<file path="src/rtl/spa_pkg.sv">
// Shared types, codes and defaults of the sparse polynomial add/sub unit.
package spa_pkg;

   localparam int MAX_TERMS_DEF = 32;
   localparam int TERM_COUNT_WIDTH = 7;

   localparam logic [1:0] KIND_LOAD_A = 2'd0;
   localparam logic [1:0] KIND_LOAD_B = 2'd1;
   localparam logic [1:0] KIND_RUN    = 2'd2;

   typedef struct packed {
      logic [1:0]         kind;
      logic signed [31:0] coefficient;
      logic [15:0]        exponent;
   } req_type;

   typedef struct packed {
      logic signed [32:0]          result_coefficient;
      logic [15:0]                 result_exponent;
      logic                        empty_res;
      logic                        overflowed;
      logic [TERM_COUNT_WIDTH-1:0] term_count;
      logic                        last;
   } rsp_type;

   typedef struct packed {
      logic signed [31:0] coefficient;
      logic [15:0]        exponent;
   } term_type;

   typedef struct packed {
      logic load_a;
      logic load_b;
      logic run_start;
      logic step;
      logic finish;
   } cmd_type;

   typedef struct packed {
      logic has_work;
      logic step_blocked;
      logic out_free;
   } sts_type;

endpackage

</file>
<file path="src/rtl/sparse_polynomial_add_sub_unit.sv">
// Sparse polynomial add/subtract unit: top level.
// Load beats (kind 0 for A, 1 for B) are accepted back to back while idle and write
// the term into that operand's RAM; a load into a full store is dropped and flags
// overflowed on the next run. A run beat (kind 2) merges the stores by exponent: each
// merge step reads both term RAMs (FETCH), then compares and combines (COMPARE), and
// COMPARE can wait while a result stall holds the result register. One result term is
// held back so the final beat can carry last and term_count; an all-cancelled run
// gives a single beat with empty_res set. Inputs stall during a run. Both stores are
// empty again after the run; no clearing pass is needed after reset. subtract_mode
// (csr) selects A - B and is written by the user only while idle (not enforced).
module sparse_polynomial_add_sub_unit #(
   parameter int MAX_TERMS = spa_pkg::MAX_TERMS_DEF
) (
   input  logic             clock,
   input  logic             reset,
   input  logic             req_valid,
   output logic             req_stall,
   input  spa_pkg::req_type req_data,
   output logic             rsp_valid,
   input  logic             rsp_stall,
   output spa_pkg::rsp_type rsp_data,
   input  logic             csr_wr_en,
   input  logic             csr_wr_data
);

   spa_pkg::cmd_type cmd;
   spa_pkg::sts_type sts;

   spa_controller u_ctrl (
      .clock     (clock),
      .reset     (reset),
      .req_valid (req_valid),
      .req_kind  (req_data.kind),
      .req_stall (req_stall),
      .sts       (sts),
      .cmd       (cmd)
   );

   spa_datapath #(.MAX_TERMS(MAX_TERMS)) u_dp (
      .clock       (clock),
      .reset       (reset),
      .cmd         (cmd),
      .sts         (sts),
      .req_data    (req_data),
      .csr_wr_en   (csr_wr_en),
      .csr_wr_data (csr_wr_data),
      .rsp_valid   (rsp_valid),
      .rsp_stall   (rsp_stall),
      .rsp_data    (rsp_data)
   );

endmodule

</file>
<file path="src/rtl/spa_ram.sv">
// Generic single-write, single-read RAM with registered read data.
module spa_ram #(
   parameter int WIDTH = 48,
   parameter int DEPTH = 32,
   localparam int AW = (DEPTH > 1) ? $clog2(DEPTH) : 1
) (
   input  logic             clock,
   input  logic             wr_en,
   input  logic [AW-1:0]    wr_addr,
   input  logic [WIDTH-1:0] wr_data,
   input  logic [AW-1:0]    rd_addr,
   output logic [WIDTH-1:0] rd_data
);

   logic [WIDTH-1:0] mem_ff [DEPTH];
   logic [WIDTH-1:0] rd_data_ff;

   always_ff @(posedge clock) begin
      if (wr_en) begin
         mem_ff[wr_addr] <= wr_data;
      end
      rd_data_ff <= mem_ff[rd_addr];
   end

   assign rd_data = rd_data_ff;

endmodule

</file>
<file path="src/rtl/spa_datapath.sv">
// Datapath: term stores, counts, merge pointers, pending term and result register.
module spa_datapath #(
   parameter int MAX_TERMS = spa_pkg::MAX_TERMS_DEF
) (
   input  logic             clock,
   input  logic             reset,
   input  spa_pkg::cmd_type cmd,
   output spa_pkg::sts_type sts,
   input  spa_pkg::req_type req_data,
   input  logic             csr_wr_en,
   input  logic             csr_wr_data,
   output logic             rsp_valid,
   input  logic             rsp_stall,
   output spa_pkg::rsp_type rsp_data
);

   localparam int AW = (MAX_TERMS > 1) ? $clog2(MAX_TERMS) : 1;
   localparam int CW = $clog2(MAX_TERMS + 1);
   localparam int NW = $clog2(2 * MAX_TERMS + 1);
   localparam int TW = $bits(spa_pkg::term_type);

   logic              subtract_ff, subtract_in;
   logic [CW-1:0]     cnt_a_ff, cnt_a_in, cnt_b_ff, cnt_b_in;
   logic [CW-1:0]     i_ff, i_in, j_ff, j_in;
   logic              dropped_ff, dropped_in;
   logic [NW-1:0]     n_ff, n_in;
   logic              pend_valid_ff, pend_valid_in;
   logic signed [32:0] pend_coef_ff, pend_coef_in;
   logic [15:0]       pend_exp_ff, pend_exp_in;
   logic              rsp_valid_ff, rsp_valid_in;
   spa_pkg::rsp_type  rsp_data_ff, rsp_data_in;

   logic [TW-1:0]     rd_a_raw, rd_b_raw;
   spa_pkg::term_type ta, tb;
   spa_pkg::term_type wr_term;
   logic              wr_a, wr_b;
   logic              a_av, b_av;
   logic signed [32:0] a_ext, b_ext, b_signed, sum;
   logic signed [32:0] cand_coef;
   logic [15:0]       cand_exp;
   logic              cand_keep, adv_i, adv_j;
   logic              out_free, emit_step;

   assign wr_term.coefficient = req_data.coefficient;
   assign wr_term.exponent    = req_data.exponent;
   assign wr_a = cmd.load_a && (cnt_a_ff < CW'(MAX_TERMS));
   assign wr_b = cmd.load_b && (cnt_b_ff < CW'(MAX_TERMS));

   spa_ram #(.WIDTH(TW), .DEPTH(MAX_TERMS)) u_ram_a (
      .clock   (clock),
      .wr_en   (wr_a),
      .wr_addr (cnt_a_ff[AW-1:0]),
      .wr_data (wr_term),
      .rd_addr (i_ff[AW-1:0]),
      .rd_data (rd_a_raw)
   );

   spa_ram #(.WIDTH(TW), .DEPTH(MAX_TERMS)) u_ram_b (
      .clock   (clock),
      .wr_en   (wr_b),
      .wr_addr (cnt_b_ff[AW-1:0]),
      .wr_data (wr_term),
      .rd_addr (j_ff[AW-1:0]),
      .rd_data (rd_b_raw)
   );

   assign ta = spa_pkg::term_type'(rd_a_raw);
   assign tb = spa_pkg::term_type'(rd_b_raw);

   assign a_av     = i_ff < cnt_a_ff;
   assign b_av     = j_ff < cnt_b_ff;
   assign a_ext    = 33'(ta.coefficient);
   assign b_ext    = 33'(tb.coefficient);
   assign b_signed = subtract_ff ? -b_ext : b_ext;
   assign sum      = a_ext + b_signed;

   always_comb begin
      cand_coef = b_signed;
      cand_exp  = tb.exponent;
      cand_keep = 1'b1;
      adv_i     = 1'b0;
      adv_j     = 1'b1;
      if (a_av && b_av && (ta.exponent == tb.exponent)) begin
         cand_coef = sum;
         cand_exp  = ta.exponent;
         cand_keep = (sum != 33'sd0);
         adv_i     = 1'b1;
         adv_j     = 1'b1;
      end else if (a_av && (!b_av || (ta.exponent > tb.exponent))) begin
         cand_coef = a_ext;
         cand_exp  = ta.exponent;
         adv_i     = 1'b1;
         adv_j     = 1'b0;
      end
   end

   assign out_free  = !rsp_valid_ff || !rsp_stall;
   assign emit_step = cmd.step && cand_keep && pend_valid_ff;

   assign sts.has_work     = a_av || b_av;
   assign sts.step_blocked = cand_keep && pend_valid_ff && !out_free;
   assign sts.out_free     = out_free;

   always_comb begin
      subtract_in   = csr_wr_en ? csr_wr_data : subtract_ff;
      cnt_a_in      = cnt_a_ff;
      cnt_b_in      = cnt_b_ff;
      dropped_in    = dropped_ff;
      i_in          = i_ff;
      j_in          = j_ff;
      n_in          = n_ff;
      pend_valid_in = pend_valid_ff;
      pend_coef_in  = pend_coef_ff;
      pend_exp_in   = pend_exp_ff;
      rsp_valid_in  = rsp_valid_ff && rsp_stall;
      rsp_data_in   = rsp_data_ff;

      if (cmd.load_a) begin
         if (wr_a) begin
            cnt_a_in = cnt_a_ff + CW'(1);
         end else begin
            dropped_in = 1'b1;
         end
      end
      if (cmd.load_b) begin
         if (wr_b) begin
            cnt_b_in = cnt_b_ff + CW'(1);
         end else begin
            dropped_in = 1'b1;
         end
      end

      if (cmd.run_start) begin
         i_in          = '0;
         j_in          = '0;
         n_in          = '0;
         pend_valid_in = 1'b0;
      end

      if (cmd.step) begin
         if (adv_i) begin
            i_in = i_ff + CW'(1);
         end
         if (adv_j) begin
            j_in = j_ff + CW'(1);
         end
         if (cand_keep) begin
            pend_valid_in = 1'b1;
            pend_coef_in  = cand_coef;
            pend_exp_in   = cand_exp;
            n_in          = n_ff + NW'(1);
         end
      end

      if (emit_step) begin
         rsp_valid_in                   = 1'b1;
         rsp_data_in.result_coefficient = pend_coef_ff;
         rsp_data_in.result_exponent    = pend_exp_ff;
         rsp_data_in.empty_res          = 1'b0;
         rsp_data_in.overflowed         = dropped_ff;
         rsp_data_in.term_count         = '0;
         rsp_data_in.last               = 1'b0;
      end

      if (cmd.finish) begin
         rsp_valid_in           = 1'b1;
         rsp_data_in.overflowed = dropped_ff;
         rsp_data_in.last       = 1'b1;
         if (pend_valid_ff) begin
            rsp_data_in.result_coefficient = pend_coef_ff;
            rsp_data_in.result_exponent    = pend_exp_ff;
            rsp_data_in.empty_res          = 1'b0;
            rsp_data_in.term_count         = spa_pkg::TERM_COUNT_WIDTH'(n_ff);
         end else begin
            rsp_data_in.result_coefficient = '0;
            rsp_data_in.result_exponent    = '0;
            rsp_data_in.empty_res          = 1'b1;
            rsp_data_in.term_count         = '0;
         end
         cnt_a_in      = '0;
         cnt_b_in      = '0;
         dropped_in    = 1'b0;
         pend_valid_in = 1'b0;
      end
   end

   always_ff @(posedge clock) begin
      if (reset) begin
         subtract_ff   <= 1'b0;
         cnt_a_ff      <= '0;
         cnt_b_ff      <= '0;
         dropped_ff    <= 1'b0;
         i_ff          <= '0;
         j_ff          <= '0;
         n_ff          <= '0;
         pend_valid_ff <= 1'b0;
         rsp_valid_ff  <= 1'b0;
      end else begin
         subtract_ff   <= subtract_in;
         cnt_a_ff      <= cnt_a_in;
         cnt_b_ff      <= cnt_b_in;
         dropped_ff    <= dropped_in;
         i_ff          <= i_in;
         j_ff          <= j_in;
         n_ff          <= n_in;
         pend_valid_ff <= pend_valid_in;
         rsp_valid_ff  <= rsp_valid_in;
      end
      pend_coef_ff <= pend_coef_in;
      pend_exp_ff  <= pend_exp_in;
      rsp_data_ff  <= rsp_data_in;
   end

   assign rsp_valid = rsp_valid_ff;
   assign rsp_data  = rsp_data_ff;

endmodule

</file>
<file path="src/rtl/spa_controller.sv">
// Controller: sequences loads and the merge run of the add/sub unit.
module spa_controller (
   input  logic             clock,
   input  logic             reset,
   input  logic             req_valid,
   input  logic [1:0]       req_kind,
   output logic             req_stall,
   input  spa_pkg::sts_type sts,
   output spa_pkg::cmd_type cmd
);

   localparam logic [1:0] ST_IDLE    = 2'd0;
   localparam logic [1:0] ST_FETCH   = 2'd1;
   localparam logic [1:0] ST_COMPARE = 2'd2;
   localparam logic [1:0] ST_FINISH  = 2'd3;

   logic [1:0] state_ff, state_in;
   logic       accept;

   assign req_stall = (state_ff != ST_IDLE);
   assign accept    = req_valid && !req_stall;

   always_comb begin
      state_in      = state_ff;
      cmd.load_a    = 1'b0;
      cmd.load_b    = 1'b0;
      cmd.run_start = 1'b0;
      cmd.step      = 1'b0;
      cmd.finish    = 1'b0;
      case (state_ff)
         ST_IDLE: begin
            if (accept) begin
               cmd.load_a = (req_kind == spa_pkg::KIND_LOAD_A);
               cmd.load_b = (req_kind == spa_pkg::KIND_LOAD_B);
               if (req_kind == spa_pkg::KIND_RUN) begin
                  cmd.run_start = 1'b1;
                  state_in      = ST_FETCH;
               end
            end
         end
         ST_FETCH: begin
            state_in = sts.has_work ? ST_COMPARE : ST_FINISH;
         end
         ST_COMPARE: begin
            if (!sts.step_blocked) begin
               cmd.step = 1'b1;
               state_in = ST_FETCH;
            end
         end
         ST_FINISH: begin
            if (sts.out_free) begin
               cmd.finish = 1'b1;
               state_in   = ST_IDLE;
            end
         end
         default: begin
            state_in = ST_IDLE;
         end
      endcase
   end

   always_ff @(posedge clock) begin
      if (reset) begin
         state_ff <= ST_IDLE;
      end else begin
         state_ff <= state_in;
      end
   end

endmodule

</file>
<file path="config.mk">
export PLATFORM = sky130hd
export DESIGN_NAME = sparse_polynomial_add_sub_unit
export DESIGN_NICKNAME = d
export VERILOG_FILES = /design/src/rtl/spa_pkg.sv /design/src/rtl/sparse_polynomial_add_sub_unit.sv /design/src/rtl/spa_ram.sv /design/src/rtl/spa_datapath.sv /design/src/rtl/spa_controller.sv
export SDC_FILE = /design/constraint.sdc
export NUM_CORES = 2
export LEC_CHECK = 0
export ABC_AREA = 1
export BUFFER_PORTS_ARGS = -buffer_cell sky130_fd_sc_hd__buf_2
export CAP_MARGIN = 15
export CORE_ASPECT_RATIO = 0.75
export CORE_MARGIN = 2
export CORE_UTILIZATION = 35
export CTS_BUF_LIST = sky130_fd_sc_hd__clkbuf_2 sky130_fd_sc_hd__clkbuf_4 sky130_fd_sc_hd__clkbuf_8
export DETAILED_ROUTE_END_ITERATION = 8
export PLACE_DENSITY_LB_ADDON = 0.12
export SYNTH_ARGS = -nofsm -noshare
export SYNTH_HDL_FRONTEND = slang
export SYNTH_SLANG_ARGS = --single-unit
export TNS_END_PERCENT = 1
</file>
<file path="constraint.sdc">
create_clock -name clock -period 10.6 [get_ports clock]
set_clock_uncertainty 0.2 [all_clocks]
set_input_delay 0 -clock clock [delete_from_list [all_inputs] [get_ports clock]]
set_output_delay 0 -clock clock [all_outputs]
set_load 0.01 [all_outputs]
</file>
==> impl_metrics.csv <==
group,metric,value,unit
drt,via_per_inst,5.51,
clocking,post_cts_resized,0,
placed_design,place_ws,3.89,ns
floorplanning,design.core.area,372000,sq um
placed_design,place_hpwl,246000,um
synthesis,ys_seq_elements,3313,
critical_path,required,11.41,ns
floorplanning,start_util,35.1,%
global_routing,grt_pass1_wl,639000,um
drt,dr.pass1.iters,6,
critical_path,crit_arrival,7.29,ns
clocking,cts_root_buffer,"clkbuf_8",
global_routing,antenna_found_initial,37,
power_and_ir_drop,p_switching,6130,uW
floorplanning,rows,194,
synthesis,syn_nets,10100,
final_layout,final_cell_area,149000,sq um
timing,slew_viol_final,0,
drt,routed_wl,460000,um
placed_design,place.gp.congestion,0.815,
timing,tightest_slew,1.38,ns
final_layout,drive_gt1_share,12.7,%
power_and_ir_drop,internal-power,20800,uW
synthesis,synth.distinct_cells,52,
worst_hold_path,min_path_type,"input pin to register",
global_routing,grt_max_degree,192,
power_and_ir_drop,seqPwrFrac,53.7,%
timing,setup_viol,0,
critical_path,crit_type,"register to register",
floorplanning,die_area,378000,sq um
floorplanning,die_h,533,um
clocking,cts_tree,"done",
timing,setup_tns,0,ns
clocking,cts_buffer_depth,4,
critical_path,crit_top_cell,"nand2_1",
clocking,clk_latency,1.08,ns
drt,antenna_left,0,
critical_path,r2r_setup_slack,4.12,ns
status,status,"finished clean",
clocking,cts.clk_slew.worst_paths,0.06,ns
timing,rsz0062_at_grt,"false",
placed_design,place_area,137000,sq um
synthesis,synth-seq-area-share,75.2,%
final_layout,areaGrowthSynthToFinish,14.4,%
synthesis,yosysWarnings,0,
timing,min_period_over_period,61.2,%
drt,wire_per_inst,29.2,um
power_and_ir_drop,p_comb_share,4.3,%
power_and_ir_drop,ir_worst_vdd,0.0000845,V
synthesis,syn-instance-count,9964,
timing,max_slew_margin,7.46,%
synthesis,synth_area,131000,sq um
timing,setup_ws,4.12,ns
power_and_ir_drop,leakagePower,0.0496,uW
critical_path,start_kind,"register",
drt,vias,86800,
power_and_ir_drop,sw_frac_of_total,22.8,%
final_layout,layout.nets,10500,
job,maxCapViolCount,0,
clocking,htreeDepth,6,
clocking,cts-buffers-inserted,551,
power_and_ir_drop,powerDensity,180,nW/um^2
global_routing,globalRouteOverflowTotal,0,
critical_path,path_max_fanout,13,
timing,period_needed,6.48,ns
drt,drc,0,
power_and_ir_drop,p_clk_share,42.0,%
critical_path,critPathMaxStageDelay,0.57,ns
critical_path,endpoint_kind,"register",
timing,max_freq,0.154,GHz
clocking,cts_sinks,3313,
placed_design,io_buffers,116,
synthesis,syn_avg_cell_area,13.1,sq um
global_routing,grtUsageTotal,23.6,%
floorplanning,dieWidth,709,um
drt,drtIter0Drc,9612,
critical_path,cp_slowest_cell,"dlygate4sd3_1",
global_routing,grt_pass1_vias,82000,
floorplanning,num_io_pins,117,
timing,hold_viol_final,0,
through the flow:
step | hold WS, ns | util, % | power, uW | std cells
after CTS | 0.0000616 | 40.1 | 27100 | 15700
after global routing | 0.0790 | 40.2 | 27800 | 15700
final | 0.0867 | 40.2 | 26900 | 15800
after floorplan | -0.101 | - | 15200 | 9964
after detailed placement | 0.214 | 36.9 | 15800 | 14700
after global placement | 0.214 | 36.9 | 15800 | 14700
worst max-delay path, delay by kind of cell, from the launching register on:
| kind | cells | cell delay [ns] |
|---|---|---|
| xor gates and xnor gates | 1 | 0.21 |
| buffers and inverters | 5 | 1.39 |
| AOI/OAI and AO/OA | 2 | 0.68 |
| and+or+nand+nor | 19 | 3.13 |
| DFF | 1 | 0.31 |
| adders and majority gates | 2 | 0.57 |
repair_timing:
item / 4_1_cts / 5_1_grt
setup buffers: 0 / 0
hold endpoints to repair: 3155 / 417
setup endpoints to repair: 0 / 0
hold buffers: 100 / 11
Yosys cell counts, drive strengths merged:
master / number / area [sq um]
nand3: 200 / 1000
mux2i: 4 / 40.0
a211oi: 4 / 30.0
o41ai: 1 / 8.76
edfxtp: 3179 / 95500
o221ai: 273 / 2390
a21oi: 157 / 790
xnor2: 14 / 123
clkinv: 5 / 18.8
nand2: 603 / 2280
nor4: 1 / 6.26
a221o: 1 / 10.0
fa: 1 / 20.0
a2111oi: 1 / 8.76
dfxtp: 134 / 2680
a21boi: 1 / 7.51
o2111ai: 1 / 8.76
nor2b: 1 / 6.26
a221oi: 96 / 841
and2: 4 / 25.0
a31oi: 33 / 206
buf: 77 / 368
or2: 3 / 18.8
o211ai: 13 / 97.6
o31ai: 3 / 22.5
ha: 77 / 963
inv: 281 / 1050
o21ai: 1623 / 8120
a32oi: 88 / 771
o21bai: 2 / 15.0
o211a: 1 / 10.0
nand3b: 11 / 82.6
and3: 2 / 12.5
clkbuf: 586 / 2200
nand4: 18 / 128
nor3: 77 / 397
nor2: 1882 / 7100
a22o: 1 / 8.76
o22ai: 471 / 2950
xor2: 34 / 298
cells in the final DEF (no fill, tap or decap), drive strengths merged, types with 96 or more instances in the layout:
cell type and count:
o221ai 273, dlygate4sd3 111, nor2 1882, inv 289
nand3 200, o22ai 471, nand2 603, edfxtp 3179
clkbuf 801, o21ai 1623, buf 363, clkinv 134
dfxtp 134, a21oi 157, a221oi 96
state kept, by name (all words and copies together) (netlist names), 2 cells and up:
name / count
u_dp.u_ram_a.rd_data: 48
u_dp.n_ff: 7
u_dp.pend_coef_ff: 33
u_dp.rsp_data: 59
u_dp.pend_exp_ff: 16
u_dp.cnt_a_ff: 6
u_dp.u_ram_b.mem_ff: 1536
u_dp.i_ff: 6
u_ctrl.state_ff: 2
u_dp.j_ff: 6
u_dp.u_ram_a.mem_ff: 1536
u_dp.cnt_b_ff: 6
u_dp.u_ram_b.rd_data: 48
power groups by stage:
stage	sequential, uW	combinational (uW)	clock, uW
floorplan	14700	551	0
finish	14400	1150	11300
global route	14400	1270	12100
detailed placement	14700	1100	0
global placement	14700	1100	0
CTS	14400	1140	11500
path summary, 6_finish.rpt:
check / from / endpoint / depth (start not counted)
worst max-delay path: u_dp.u_ram_b.rd_data[16] / u_dp.j_ff[4] / 29
worst max register to register: u_dp.u_ram_b.rd_data[16] / u_dp.j_ff[4] / 29
worst min-delay path: req_data[21] / u_dp.u_ram_a.mem_ff[5][21] / 3
worst min register to register: u_dp.dropped_ff / u_dp.dropped_ff / 2
routing by layer:
layer  vias to the layer above  wire length (um)  share of wire (%)  global-route usage, %
li1                      38100                 -                  -                      -
met1                     44800            219000                 48                   36.2
met2                      3296            199000                 43                   34.8
met3                       602             30600                6.7                   3.62
met4                        18             10900                2.4                   5.86
met5                         -               134              0.029                      0
cells by family (layout without fill, tap and decap cells):
group | count (synthesis) | after routing | share of synthesized area, %
fa+ha+maj | 78 | 78 | 0.753
compound gates | 2770 | 2770 | 12.5
xor+xnor | 48 | 48 | 0.322
buf+inv | 949 | 1732 | 2.79
simple gates | 2802 | 2802 | 8.47
flops | 3313 | 3313 | 75.2
other cells | 0 | 11 | 0
mux | 4 | 4 | 0.0307
cell type report:
cell class              instances  area [sq um]
fillers                     35000        222000
flip-flops and latches       3313         98200
multi-input cells            5702         29300
clock buffers                 801          9650
well taps                    4998          6250
repair buffers                474          3830
inverters                     286          1130
clock inverters               171          1080
diodes                         11          27.5
Note: power is estimated with default switching activity, not from simulation.
